--- config.mk ---
export PLATFORM = sky130hd
export DESIGN_NAME = lesf_fifo
export DESIGN_NICKNAME = d
export VERILOG_FILES = /design/src/rtl/lesf_pkg.sv /design/src/rtl/lesf_fifo.sv
export SDC_FILE = /design/constraint.sdc
export NUM_CORES = 1
export LEC_CHECK = 0
export ABC_AREA = 1
export BUFFER_PORTS_ARGS = -buffer_cell sky130_fd_sc_hd__buf_4
export CAP_MARGIN = 20
export CELL_PAD_IN_SITES_DETAIL_PLACEMENT = 1
export CELL_PAD_IN_SITES_GLOBAL_PLACEMENT = 1
export CORE_MARGIN = 5
export CORE_UTILIZATION = 40
export DETAILED_ROUTE_END_ITERATION = 10
export GPL_ROUTABILITY_DRIVEN = 0
export HOLD_SLACK_MARGIN = 0.12
export PLACE_DENSITY = 0.85
export SYNTH_ARGS = -nofsm -noshare
export SYNTH_HDL_FRONTEND = slang
export SYNTH_SLANG_ARGS = --single-unit
--- constraint.sdc ---
create_clock -name clock -period 2.5 [get_ports clock]
set_input_delay 0.25 -clock clock [delete_from_list [all_inputs] [get_ports clock]]
set_output_delay 0.25 -clock clock [all_outputs]
set_load 0.05 [all_outputs]
--- src/rtl/lesf_pkg.sv ---
// ============================================================================
// lesf_pkg
// Shared types and constants for the largest empty square finder.
// ============================================================================
`default_nettype none

package lesf_pkg;

   // Character width of one grid cell
   localparam int CHAR_W = 8;

   // Configuration register indexes
   localparam int CSR_IDX_W = 2;
   localparam logic [CSR_IDX_W-1:0] CSR_OBSTACLE  = 2'd0;
   localparam logic [CSR_IDX_W-1:0] CSR_GRID_ROWS = 2'd1;
   localparam logic [CSR_IDX_W-1:0] CSR_GRID_COLS = 2'd2;

   // Reset value of the obstacle character ('o')
   localparam logic [CHAR_W-1:0] OBSTACLE_RESET = 8'd111;

   // Depth of the decoupling queues and width of their fill counts
   localparam int Q_DEPTH = 2;
   localparam int Q_CNT_W = $clog2(Q_DEPTH + 1);

   // Classification of one cell, made by the front end
   typedef struct packed {
      logic is_obstacle; // cell matches the obstacle character
      logic is_edge;     // first row or first column: size is 1 unless it is an obstacle
      logic row_end;     // last cell of its row
      logic grid_end;    // last cell of the grid: a result beat follows
   } cell_flags_type;

   localparam int FLAGS_W = $bits(cell_flags_type);

endpackage : lesf_pkg

`default_nettype wire

--- src/rtl/lesf_fifo.sv ---
// ============================================================================
// lesf_fifo
// Small register queue with a fill count, used between the front and back
// ends and in front of the result port.
// ============================================================================
`default_nettype none

module lesf_fifo
   import lesf_pkg::*;
#(
   parameter int WIDTH = 8
) (
   input  wire logic               clock,
   input  wire logic               reset,
   input  wire logic               push,
   input  wire logic [WIDTH-1:0]   push_data,
   input  wire logic               pop,
   output logic      [WIDTH-1:0]   head_data,
   output logic      [Q_CNT_W-1:0] count
);

   localparam int PW = (Q_DEPTH > 1) ? $clog2(Q_DEPTH) : 1;

   logic [WIDTH-1:0]   slot_ff [Q_DEPTH];
   logic [PW-1:0]      wr_ptr_ff, wr_ptr_in;
   logic [PW-1:0]      rd_ptr_ff, rd_ptr_in;
   logic [Q_CNT_W-1:0] count_ff, count_in;

   // Pointer and count update
   always_comb begin
      wr_ptr_in = wr_ptr_ff;
      rd_ptr_in = rd_ptr_ff;
      count_in  = count_ff;
      if (push) begin
         wr_ptr_in = (wr_ptr_ff == PW'(Q_DEPTH - 1)) ? '0 : wr_ptr_ff + 1'b1;
      end
      if (pop) begin
         rd_ptr_in = (rd_ptr_ff == PW'(Q_DEPTH - 1)) ? '0 : rd_ptr_ff + 1'b1;
      end
      if (push && !pop) begin
         count_in = count_ff + 1'b1;
      end else if (pop && !push) begin
         count_in = count_ff - 1'b1;
      end
   end

   always_ff @(posedge clock) begin
      if (reset) begin
         wr_ptr_ff <= '0;
         rd_ptr_ff <= '0;
         count_ff  <= '0;
      end else begin
         wr_ptr_ff <= wr_ptr_in;
         rd_ptr_ff <= rd_ptr_in;
         count_ff  <= count_in;
      end
   end

   // Storage
   always_ff @(posedge clock) begin
      if (push) begin
         slot_ff[wr_ptr_ff] <= push_data;
      end
   end

   assign head_data = slot_ff[rd_ptr_ff];
   assign count     = count_ff;

endmodule : lesf_fifo

`default_nettype wire

After elaboration in Yosys (flattened, before gate mapping) --
Memory sizes are Yosys's and may differ from the RTL's. A register that Yosys moved wholly into a read port is not among the register bits. Cells that the tools add are included.
Operators by class: add/subtract/negate cells 4, muxes and demuxes 8, reduce and logical (&&, ||, !) cells 5
Operators with widths (count):
- $mux W1 | 6
- $mux W2 | 2
- $add A1 B1 Y1 const B | 2
- $add A2 B1 Y2 const B | 1
- $logic_and A1 B1 Y1 | 2
- $logic_not A1 Y1 | 2
- $reduce_bool A2 Y1 | 1
- $sub A2 B1 Y2 const B | 1
Storage, ports and cells: register bits after elaboration 4, bits in writable memories 16, input bits 12, output and inout port bits 10, word-level logic and storage cells 21, memories kept 1
Memory list:
- slot_ff | depth 2, bits a word 8, rd ports 1, clocked after Yosys merged registers in 1, wr ports 1, RTL line lesf_fifo.sv:24 | logic [WIDTH-1:0] slot_ff [Q_DEPTH];

Logic depth before layout (Yosys ltp) --
word-level depth 4, gate-level depth with buffers 8, depth with buffers taken out 8

Least setup slack after synthesis --
OpenSTA, ideal clock, no wires.
path kind reg2reg, from register count_ff[0], in the netlist count[0], to register count_ff[1], in the netlist count[1], library setup time 0.110 ns, arrival time 0.994 ns, required time 2.390 ns, setup slack 1.397 ns, stages on the path, launching flop included 6, buffers on the path 0, period minus slack after synthesis 1.103 ns, cells stage by stage dfxtp_1 > nand2_1 > nand3_1 > nand2_1 > inv_1 > nor2_1
On the way: longest elaborated chain between the ends 3, elaborated cells between the ends (all ways) 4, those cells by class add/sub: 2; mux: 2
RTL lines:
- start, declared | RTL line lesf_fifo.sv:27 | logic [Q_CNT_W-1:0] count_ff, count_in;
- start signal, assigned | RTL line lesf_fifo.sv:55 | count_ff <= count_in;
- $sub A2 B1 Y2 | RTL line lesf_fifo.sv:43 | count_in = count_ff - 1'b1;
- $mux W2 | RTL line lesf_fifo.sv:42 | end else if (pop && !push) begin
- $mux W2 * | RTL line lesf_fifo.sv:40 | if (push && !pop) begin
Mark *: on every way between the ends. The rest lies on a longest branch, timed or not. The select of a mux whose other input is x is not followed. A chain may end at the register's enable or synchronous reset.

==> Flow_metrics.wiki <==
{| class="wikitable"
! Metric !! Value
|-
| Per-instance average area after synthesis || 14.9 sq um
|-
| Number of synthesized flops with an enable pin || 16
|-
| Crit-path max cell delay || 0.64 ns
|-
| Via Count || 500
|-
| Fraction of final layout cells sized beyond drive strength 1 || 0.407
|-
| CTS tree || done
|-
| Top routing layer used || met4
|-
| CTS Buf Count || 3
|-
| Length of routed met2 wiring || 785 um
|-
| Number of levels in the clock H-tree || 1
|-
| Kind of path behind the tightest hold check || in -> reg
|-
| Pin count of the biggest net entering global routing || 13
|-
| Kind of cell adding the most delay to the critical path || flip-flops
|-
| Global-route wire length before repair || 2440 um
|-
| Signed area change from the synthesized netlist to the final layout || 32.1%
|-
| Critical path peak fanout || 8
|-
| Endpoints failing hold || 0
|-
| Sequential share of power || 0.564
|-
| Final Setup Violations || 0
|-
| Number of buffers inserted to repair setup after CTS || 0
|-
| Share of total power consumed by net switching || 0.281
|-
| Maximum vdd ir drop || 0.392 mV
|-
| Number of instances in the synthesized netlist || 56
|-
| Source of the worst hold timing path || push_data[6]
|-
| Clock-pin slew of the registers on the worst-case setup and hold paths || 0.11 ns
|-
| CP Cell Sequence || mux2_4 -> buf_4
|-
| Slew Limit Headroom || 0.547
|-
| Shortest period the worst path allows || 1.72 ns
|-
| Data required time of the worst path || 2.25 ns
|-
| Worst-Margin Slew || 0.676 ns
|-
| R2R Path Start || wr_ptr_ff
|-
| Floorplan die area || 3100 sq um
|-
| Number of pins with negative max-slew slack in the final report || 0
|-
| Predominant post-synthesis flop cell || edfxtp_1
|-
| Final TNS setup || 0 ns
|-
| Fraction of synthesized cell area taken by the top area cell type || 0.577
|-
| Top cells by area, synth || edfxtp_1 (58%), mux2_4 (14%), dfxtp_1 (12%)
|-
| Routed wire length per instance || 13.2 um
|-
| Via count of the first global-routing pass || 527
|-
| IO Pins || 22
|-
| Clock power frac || 0.209
|-
| Core region area || 1980 sq um
|-
| Post-detailed-route DRC marker count || 0
|-
| Element type at the critical path end || output pin
|-
| Leading cell type by number of instances after synthesis || edfxtp_1
|-
| Effective utilization at floorplan || 0.420
|-
| Static power due to leakage || 0.479 nW
|-
| Detailed-routed wire length on met3 || 111 um
|-
| Wire length the detailed router placed on met1 || 586 um
|-
| Pwr per Cell Area || 668 nW/um^2
|-
| Buf+Inv Stages, Crit Path || 1
|-
| IO Port Bufs || 21
|-
| Via density per instance || 4.42
|-
| Maximum clock skew at final layout || 0.00789 ns
|-
| All-Layer GR Usage || 0.101
|-
| Arrival @ worst endpoint || 1.47 ns
|-
| Post-synthesis cell area || 833 sq um
|-
| Congestion Overflow GR || 0
|-
| DP HPWL || 1140 um
|-
| Iteration-0 DRC count of the detailed router || 1
|-
| Final worst-path setup slack || 0.776 ns
|-
| Share of async-settable or async-resettable flops after synthesis || 0
|-
| Cell taking the most area after synthesis || edfxtp_1
|-
| Unique cell type count in the Yosys netlist || 16
|-
| Placement-stage worst setup slack || 1.09 ns
|-
| Nets@finish || 100
|-
| Synth Register Bits || 21
|-
| Status || complete, no violations
|-
| TritonRoute pass-1 iters || 3
|-
| Synth warnings || 0
|-
| Syn nets || 69
|-
| Internal power summed over all cells || 0.000528 W
|-
| Maximum clock frequency || 580 MHz
|-
| Unrepaired setup endpoints after global routing || no
|-
| Gates resized, CTS repair || 0
|-
| Max Cap Violations || 0
|-
| Antenna violations before repair || 0
|-
| Post-route core utilization || 0.556
|-
| Sequential fraction of the synthesis area || 0.697
|-
| Number of clock sinks || 21
|-
| Total wire length || 1490 um
|-
| Root Buffer || clkbuf_4
|-
| Floorplan die height || 55.6 um
|-
| Std-Cell Rows || 16
|-
| Chip width || 55.6 um
|-
| Insertion delay of the later-clocked pin in the worst-skew pair || 0.29 ns
|-
| Part of the power in combinational logic || 0.227
|-
| Nature of the critical path startpoint || flop
|-
| Antenna-violating nets left || 0
|-
| Maximum number of buffers from clock root to sink || 2
|-
| Cell with the largest stage delay on the worst path || dfxtp_1
|-
| Antenna cell count || 0
|-
| Critical setup path kind || reg -> out
|-
| Top cells by instance count after synthesis || edfxtp_1 (16), inv_1 (8), mux2_4 (8)
|-
| Filler instances || 200
|-
| Final period utilization || 0.690
|-
| Reported net switching power || 0.000207 W
|}
==> final cells by class <==
type	instances	area, sq um	share of cell area
clock buffer	3	22.5	0.0205
clock inverter	1	5.00	0.00455
inverter	9	33.8	0.0307
multi-input combinational	25	208	0.189
sequential	21	581	0.527
tap	27	33.8	0.0307
timing repair buffer	27	218	0.198
==> metrics by stage <==
stage / area (sq um) / total power (W) / std cells / hold slack, ns
after global routing: 1100 / 0.000771 / 113 / 0.121
after detailed placement: 1010 / 0.000585 / 103 / 0.440
after floorplan: 833 / 0.000535 / 56 / 0.322
final: 1100 / 0.000735 / 113 / 0.142
after global placement: 1010 / 0.000578 / 103 / 0.435
after CTS: 1050 / 0.000740 / 108 / 0.122
==> repair_timing <==
item | CTS | global route
endpoints found under the hold margin | 2 | 7
hold buffers | 1 | 5
endpoints found under the setup margin | 0 | 0
==> layer usage <==
| metal | global-route usage | vias to the layer above |
|---|---|---|
| met1 | 0.110 | 231 |
| li1 | - | 250 |
| met4 | 0.0417 | 0 |
| met5 | 0 | - |
| met2 | 0.176 | 17 |
| met3 | 0.0371 | 2 |
==> power by group through the flow <==
stage	Clock (W)	Combinational (W)	Sequential [W]
after floorplan	0	0.000107	0.000428
after global placement	0	0.000157	0.000421
after detailed placement	0	0.000161	0.000424
after CTS	0.000162	0.000163	0.000415
after global routing	0.000173	0.000179	0.000418
final	0.000154	0.000167	0.000415
==> kinds of logic after synthesis <==
kind of cell    count (synthesis)  synth area share
compound gates                  2            0.0120
flops                          21             0.697
xor+xnor                        1            0.0105
mux                             8             0.144
simple gates                   13            0.0676
buf+inv                        10            0.0541
fa+ha+maj                       1            0.0150
==> worst paths after layout <==
check / end / slack (ns) / cells after the start
max: head_data[3] / 0.78 / 2
min: slot_ff[0][6] / 0.14 / 1
max reg2reg: slot_ff[0][5] / 1.26 / 1
min reg2reg: count[0] / 0.52 / 1
==> flip-flops by register name, indices dropped and copies added (netlist names), named ones only <==
name       cells
slot_ff       16
rd_ptr_ff      1
wr_ptr_ff      1
count          2
==> placed cells by master, fill, tap and decap left out <==
cell type,instances
mux2_4,8
nand4_1,1
nor2_1,5
clkinv_2,1
buf_4,21
clkbuf_4,3
xnor2_1,1
nand2_2,1
inv_2,1
o21ai_0,1
dlygate4sd3_1,6
edfxtp_1,16
ha_1,1
nand3_1,1
dfxtp_1,5
a21oi_1,1
inv_1,8
nor3_1,1
nand2_1,4
(Power assumes the default switching activity.)
