### src/rtl/lesf_pkg.sv
// ============================================================================
// lesf_pkg
// Shared types and constants for the largest empty square finder.
// ============================================================================
`default_nettype none

package lesf_pkg;

   // Character width of one grid cell
   localparam int CHAR_W = 8;

   // Configuration register indexes
   localparam int CSR_IDX_W = 2;
   localparam logic [CSR_IDX_W-1:0] CSR_OBSTACLE  = 2'd0;
   localparam logic [CSR_IDX_W-1:0] CSR_GRID_ROWS = 2'd1;
   localparam logic [CSR_IDX_W-1:0] CSR_GRID_COLS = 2'd2;

   // Reset value of the obstacle character ('o')
   localparam logic [CHAR_W-1:0] OBSTACLE_RESET = 8'd111;

   // Depth of the decoupling queues and width of their fill counts
   localparam int Q_DEPTH = 2;
   localparam int Q_CNT_W = $clog2(Q_DEPTH + 1);

   // Classification of one cell, made by the front end
   typedef struct packed {
      logic is_obstacle; // cell matches the obstacle character
      logic is_edge;     // first row or first column: size is 1 unless it is an obstacle
      logic row_end;     // last cell of its row
      logic grid_end;    // last cell of the grid: a result beat follows
   } cell_flags_type;

   localparam int FLAGS_W = $bits(cell_flags_type);

endpackage : lesf_pkg

`default_nettype wire

### src/rtl/lesf_front.sv
// ============================================================================
// lesf_front
// Front end: configuration registers, row/column scan counters and the
// classification of each accepted cell.
// ============================================================================
`default_nettype none

module lesf_front
   import lesf_pkg::*;
#(
   parameter int MAX_ROWS = 4096,
   parameter int MAX_COLS = 1024,
   parameter int RW       = 12,
   parameter int CW       = 10,
   parameter int DW       = 13
) (
   input  wire logic                 clock,
   input  wire logic                 reset,
   // configuration writes
   input  wire logic                 csr_write_en,
   input  wire logic [CSR_IDX_W-1:0] csr_index,
   input  wire logic [DW-1:0]        csr_wdata,
   // accepted cell
   input  wire logic                 accept,
   input  wire logic [CHAR_W-1:0]    cell_char,
   // classification of the current cell
   output cell_flags_type            flags,
   output logic      [RW-1:0]        row,
   output logic      [CW-1:0]        col
);

   localparam int RCW = $clog2(MAX_ROWS + 1);
   localparam int CCW = $clog2(MAX_COLS + 1);

   logic [CHAR_W-1:0] obstacle_ff;
   logic [RCW-1:0]    grid_rows_ff;
   logic [CCW-1:0]    grid_cols_ff;
   logic [RW-1:0]     row_count_ff, row_count_in;
   logic [CW-1:0]     col_count_ff, col_count_in;

   logic [RCW-1:0]    rows_eff;
   logic [CCW-1:0]    cols_eff;
   logic              row_end;
   logic              grid_end;

   // Configuration registers
   always_ff @(posedge clock) begin
      if (reset) begin
         obstacle_ff  <= OBSTACLE_RESET;
         grid_rows_ff <= RCW'(1);
         grid_cols_ff <= CCW'(1);
      end else if (csr_write_en) begin
         case (csr_index)
            CSR_OBSTACLE:  obstacle_ff  <= csr_wdata[CHAR_W-1:0];
            CSR_GRID_ROWS: grid_rows_ff <= csr_wdata[RCW-1:0];
            CSR_GRID_COLS: grid_cols_ff <= csr_wdata[CCW-1:0];
            default: ;
         endcase
      end
   end

   // Dimensions: zero acts as one, oversize saturates
   always_comb begin
      if (grid_rows_ff == '0) begin
         rows_eff = RCW'(1);
      end else if (grid_rows_ff > RCW'(MAX_ROWS)) begin
         rows_eff = RCW'(MAX_ROWS);
      end else begin
         rows_eff = grid_rows_ff;
      end
      if (grid_cols_ff == '0) begin
         cols_eff = CCW'(1);
      end else if (grid_cols_ff > CCW'(MAX_COLS)) begin
         cols_eff = CCW'(MAX_COLS);
      end else begin
         cols_eff = grid_cols_ff;
      end
   end

   // Classification
   assign row_end  = ((CCW+1)'(col_count_ff) + 1'b1) >= (CCW+1)'(cols_eff);
   assign grid_end = row_end &&
                     (((RCW+1)'(row_count_ff) + 1'b1) >= (RCW+1)'(rows_eff));

   always_comb begin
      flags.is_obstacle = (cell_char == obstacle_ff);
      flags.is_edge     = (row_count_ff == '0) || (col_count_ff == '0);
      flags.row_end     = row_end;
      flags.grid_end    = grid_end;
   end

   assign row = row_count_ff;
   assign col = col_count_ff;

   // Scan counters
   always_comb begin
      row_count_in = row_count_ff;
      col_count_in = col_count_ff;
      if (grid_end) begin
         row_count_in = '0;
         col_count_in = '0;
      end else if (row_end) begin
         row_count_in = RW'(row_count_ff + 1'b1);
         col_count_in = '0;
      end else begin
         col_count_in = CW'(col_count_ff + 1'b1);
      end
   end

   always_ff @(posedge clock) begin
      if (reset) begin
         row_count_ff <= '0;
         col_count_ff <= '0;
      end else if (accept) begin
         row_count_ff <= row_count_in;
         col_count_ff <= col_count_in;
      end
   end

endmodule : lesf_front

`default_nettype wire

### config.mk
export PLATFORM = sky130hd
export DESIGN_NAME = lesf_front
export DESIGN_NICKNAME = d
export VERILOG_FILES = /design/src/rtl/lesf_pkg.sv /design/src/rtl/lesf_front.sv
export SDC_FILE = /design/constraint.sdc
export NUM_CORES = 1
export LEC_CHECK = 0
export BUFFER_PORTS_ARGS = -buffer_cell sky130_fd_sc_hd__buf_2
export CAP_MARGIN = 20
export CORE_UTILIZATION = 25
export DETAILED_ROUTE_END_ITERATION = 10
export SLEW_MARGIN = 5
export SYNTH_ARGS = -nofsm -noshare
export SYNTH_HDL_FRONTEND = slang
export SYNTH_SLANG_ARGS = --single-unit
### constraint.sdc
create_clock -name clock -period 5.6 [get_ports clock]
set_input_delay 0.28 -clock clock [delete_from_list [all_inputs] [get_ports clock]]
set_output_delay 0.28 -clock clock [all_outputs]
set_load 0.005 [all_outputs]
Yosys cells after proc, flatten, opt, wreduce, memory -nomap -nowiden
Index checks and enable logic that the tools add are counted.
Operators by class
  order comparisons: 4
  $add $sub $neg: 4
  multiplexer cells: 8
  equality and inequality tests: 3
  reduce and logical (&&, ||, !) cells: 12
Operator list (count)
  $mux 13: 2
  $mux 12: 2
  $mux 11: 2
  $mux 10: 2
  $add 12x1->13 const B: 1
  $ge 13x13->1: 1
  $gt 13x13->1 const B: 1
  $logic_not 13->1: 1
  $add 12x1->12 const B: 1
  $logic_not 12->1: 1
  $add 10x1->11 const B: 1
  $ge 11x11->1: 1
  $gt 11x11->1 const B: 1
  $logic_not 11->1: 1
  $add 10x1->10 const B: 1
  $logic_not 10->1: 1
  $eq 8x8->1: 1
  $reduce_and 2->1: 4
  $eq 2x1->1 const B: 1
  $eq 2x2->1 const B: 1
  $logic_not 2->1: 1
  $reduce_bool 2->1: 1
  $logic_and 1x1->1: 1
  $logic_or 1x1->1: 1
Word-level totals
  word-level logic and storage cells: 36
  bits in registers: 54
  input bits: 27

Depth between registers and ports, before layout
  word-level depth: 7
  gate-level depth with buffers: 14
  mapped depth without buffers: 13

Worst setup path before layout
Ideal clock, no wire load.
  kind: register to register
  from: register row_count_ff[0], in the netlist row[0]
  to: register row_count_ff[5], in the netlist row[5]
  library setup time: 0.059 ns
  path slack: 2.680 ns
  required time: 5.541 ns
  arrival time: 2.861 ns
  stages on the path, launching flop included: 14
  clock period less this slack: 2.920 ns
  cell sequence: dfxtp_1 ha_1 and3_2 nand2_2 nor2_2 and3_1 and3_1 ha_1 and4_1 a2111o_1 a41o_2 nor3_4 buf_6 a22o_1
Between the ends
  cells in the longest elaborated chain, start to end: 5
Ends and longest elaborated chain
  from (decl): line lesf_front.sv:38  | logic [RW-1:0] row_count_ff, row_count_in;
  from (signal assigned): line lesf_front.sv:115  | row_count_ff <= row_count_in;
  $add 12x1->13: line lesf_front.sv:83  | (((RCW+1)'(row_count_ff) + 1'b1) >= (RCW+1)'(rows_eff));
  $ge 13x13->1: line lesf_front.sv:83
  $logic_and 1x1->1: line lesf_front.sv:82  | assign grid_end = row_end &&
  $reduce_bool 2->1 (no source line)
  $reduce_and 2->1 (no source line)
Several ways; a longest one is shown, not always the timed one. The select of a mux whose other input is x is not followed.
A chain may end at the register's enable or synchronous reset.

==> metrics.md <==
| Metric | Value |
|---|---|
| Ys async rst share | 0% |
| Worst path cell trace | ha_1 > nand4_1 > nor2_1 > xor2_1 > ha_1 > a21oi_1 > o21ai_0 > o21bai_1 > a21oi_4 > a21oi_1 > buf_2 |
| Avg Cell Area, Syn | 8.37 µm² |
| Largest family of logic cells by synthesized area | simple AND/OR/NAND/NOR gates |
| # rows | 41 |
| Vias in the first global route | 2643 |
| Synth Area in Simple Gates | 24.0% |
| Crit path largest cell delay | 500 ps |
| Power Density | 234 nW/µm² |
| Finished Cell Area | 3790 µm² |
| Sum Neg Setup Slack | 0 ps |
| Flop pwr share | 46.0% |
| Reg-to-Reg End | row[0] |
| Yosys reg bits | 54 |
| Worst Hold Depth | 2 |
| Max VDD drop | 0.128 mV |
| # Max-Cap Violations | 0 |
| CP Capture Type | primary output |
| Drt total wl | 7800 µm |
| Post-synthesis mux area share | 4.02% |
| Max H-tree Level | 2 |
| Fin. Hold Viols | 0 |
| Prevailing post-synth register cell | dfxtp_1 |
| GPL Wtd Cong | 0.800 |
| Clk_skew | 5.93 ps |
| Mapped Area | 3260 µm² |
| # DRC | 0 |
| Worst Hold Class | primary input to flip-flop |
| Compound-cell area share of the yosys netlist | 16.2% |
| Fin. max-slew vios | 0 |
| CTS tree | done |
| Vias per Instance | 4.71 |
| Avg WL per Cell | 12.9 µm |
| Hold_buf cts | 0 |
| Static leakage | 1.64 nW |
| Critical path's slowest cell | a21oi_4 |
| Fmax | 291 MHz |
| Sequential fraction of the synthesis area | 33.1% |
| TritonCTS Buffers | 5 |
| Psw | 0.255 mW |
| Worst Hold End | obstacle_ff[5] |
| Dpl hpwl | 6090 µm |
| Post-synth EDFFs | 0 |
| Reg-to-reg startpoint | row[2] |
| Post-Synth XOR/XNOR Area | 6.98% |
| Final setup fails | 0 |
| Worst-Skew Late Latency | 300 ps |
| Placed instance area | 3630 µm² |
| First-pass GRT wire length | 12700 µm |
| Part of the power in combinational logic | 17.4% |
| Post-cts resize count | 0 |
| Sw frac | 28.8% |
| Worst slew pin tran | 872 ps |
| Worst-path fanout max | 17 |
| Synth warn | 0 |
| Crit path required time | 5320 ps |
| Synth cell types | 56 |
| I/O Buffers | 52 |
| Top delay family on crit path | compound AO/OA/AOI/OAI gates |
| Largest net degree at the start of global routing | 46 |
| Status | finished, final reports clean |
| Tmin final | 3440 ps |
| Detailed-router iteration count before antenna repair | 4 |
| Worst-path clk slew | 80 ps |
| Fraction of layout cells with a size suffix above 1 | 18.2% |
| Global route overflow | 0 |
| RSZ-0062 raised after global routing | false |
| Die span in x | 116 µm |
| DRT antenna net count | 0 |
| Period Utilization, post-route | 61.5% |
| Die Ht | 116 µm |
| P&R area growth vs syn | 16.1% |
| Vias | 2836 |
| Critical Path Source Type | flip-flop |
| R2R Setup Slk | 2210 ps |
| CTS root buffer | clkbuf_16 |
| Fin nets | 483 |
| IO Pins | 53 |
| Core region area | 12700 µm² |
| Worst Path Arrival | 3160 ps |
| Initial antenna violation count | 0 |
| R2R cell count | 12 |
| Clock Path Buffers | 2 |
| All-layer global routing usage | 12.0% |
| Clock Sinks | 54 |
| Worst hold start | csr_wdata[5] |
| Die ar. | 13500 µm² |
| Initial core utilization | 25.8% |
| Clock power frac | 36.7% |
| Post-CTS Setup Bufs | 0 |
| Buf/Inv on CP | 1 |
| DR iter-0 viols | 101 |
| Internal | 0.632 mW |
| CP Class | flip-flop to primary output |
| Gate Count Post-Synth | 390 |
| Synthesized Nets | 445 |
| Worst slew margin | 41.9% |
| Synth Area in Adders | 10.7% |
[routing by layer]
metal / track usage [%] / up-vias / wire length (µm)
li1: - / 1446 / -
met1: 16.6 / 1324 / 4040
met2: 18.8 / 59 / 3330
met3: 2.70 / 7 / 358
met4: 2.56 / 0 / 65
met5: 0 / - / 0
[final cells by class]
class | instances | area [µm²]
Sequential cell | 54 | 1080
Inverter | 12 | 45.0
Multi-Input combinational cell | 302 | 2020
Fill cell | 1366 | 8880
Tap cell | 172 | 215
Clock inverter | 3 | 28.8
Antenna cell | 1 | 2.50
Clock buffer | 5 | 125
Timing Repair Buffer | 53 | 268
[power groups by stage]
stage                     clock [mW]  combinational (mW)  sequential [mW]
final                          0.325               0.154            0.408
after global routing           0.353               0.172            0.410
after CTS                      0.332               0.157            0.408
after detailed placement           0               0.156            0.417
after global placement             0               0.152            0.416
after floorplan                    0               0.117            0.413
[stage by stage]
stage               hold slack (ps)  cells  total power, mW  utilization, %  worst slack [ps]
floorplan                       398    390            0.530               -              2680
global placement                464    593            0.568            28.7              2360
detailed placement              466    593            0.573            28.7              2260
CTS                             220    601            0.896            29.9              2100
global route                    218    601            0.935            29.9              1880
finish                          225    602            0.887            29.9              2160
[worst max path at each step]
stage | from | endpoint | slack (ps) | depth (start not counted)
after global placement | row[2] | row[0] | 2360 | 12
final | col[0] | flags[0] | 2160 | 11
after CTS | col[0] | flags[0] | 2100 | 11
after global routing | col[0] | flags[0] | 1880 | 11
after floorplan | row[0] | row[5] | 2680 | 13
after detailed placement | row[2] | row[0] | 2260 | 12
[cell families after synthesis]
| kind of cell | count (synthesis) |
|---|---|
| compound gates | 76 |
| xor+xnor | 26 |
| fa+ha+maj | 28 |
| buf+inv | 34 |
| flops | 54 |
| mux | 13 |
| simple gates | 159 |
[sequential cells by signal, indices dropped and copies added, names as in the netlist]
| register | cells |
|---|---|
| row | 12 |
| grid_rows_ff | 13 |
| col | 10 |
| grid_cols_ff | 11 |
| obstacle_ff | 8 |
[layout by cell type (no fill, tap or decap), drive strengths merged, types with 2 or more instances in the layout]
| master | count |
|---|---|
| nand4 | 7 |
| dfxtp | 54 |
| nand3 | 20 |
| clkinv | 2 |
| a211oi | 2 |
| nand3b | 4 |
| inv | 13 |
| nand2 | 61 |
| nor2b | 7 |
| xnor2 | 16 |
| nand2b | 5 |
| buf | 53 |
| ha | 28 |
| nor4 | 7 |
| xor2 | 10 |
| a22o | 10 |
| and2b | 2 |
| clkbuf | 5 |
| a211o | 7 |
| and4 | 2 |
| a31oi | 7 |
| nor2 | 27 |
| a21oi | 29 |
| a21o | 3 |
| and3 | 6 |
| nor3 | 5 |
| mux2i | 12 |
| o21ai | 11 |
[cell usage after synthesis (2+ instances only)]
library cell  number  area, µm²
and3_2             2       15.0
mux2i_1           12        120
nand3_1           20        100
dfxtp_1           54       1080
nor4_1             7       43.8
nand4_1            7       43.8
nor2_1            26       97.6
o21ai_0            8       40.0
buf_2              4       20.0
nor3_1             4       20.0
nand2_1           60        225
and3_1             4       25.0
a211oi_1           2       15.0
a21oi_1           27        135
a22o_1            10       87.6
nand2b_1           5       31.3
inv_1              9       33.8
buf_6              2       22.5
a31oi_1            7       43.8
a211o_1            7       61.3
o21ai_2            2       17.5
nand3b_1           4       30.0
a21o_1             3       22.5
inv_2              2       7.51
and2b_1            2       15.0
buf_4              2       15.0
xor2_1            10       87.6
nor2b_1            7       43.8
xnor2_1           16        140
clkbuf_1          12       45.0
ha_1              28        350
(Power assumes the default switching activity.)
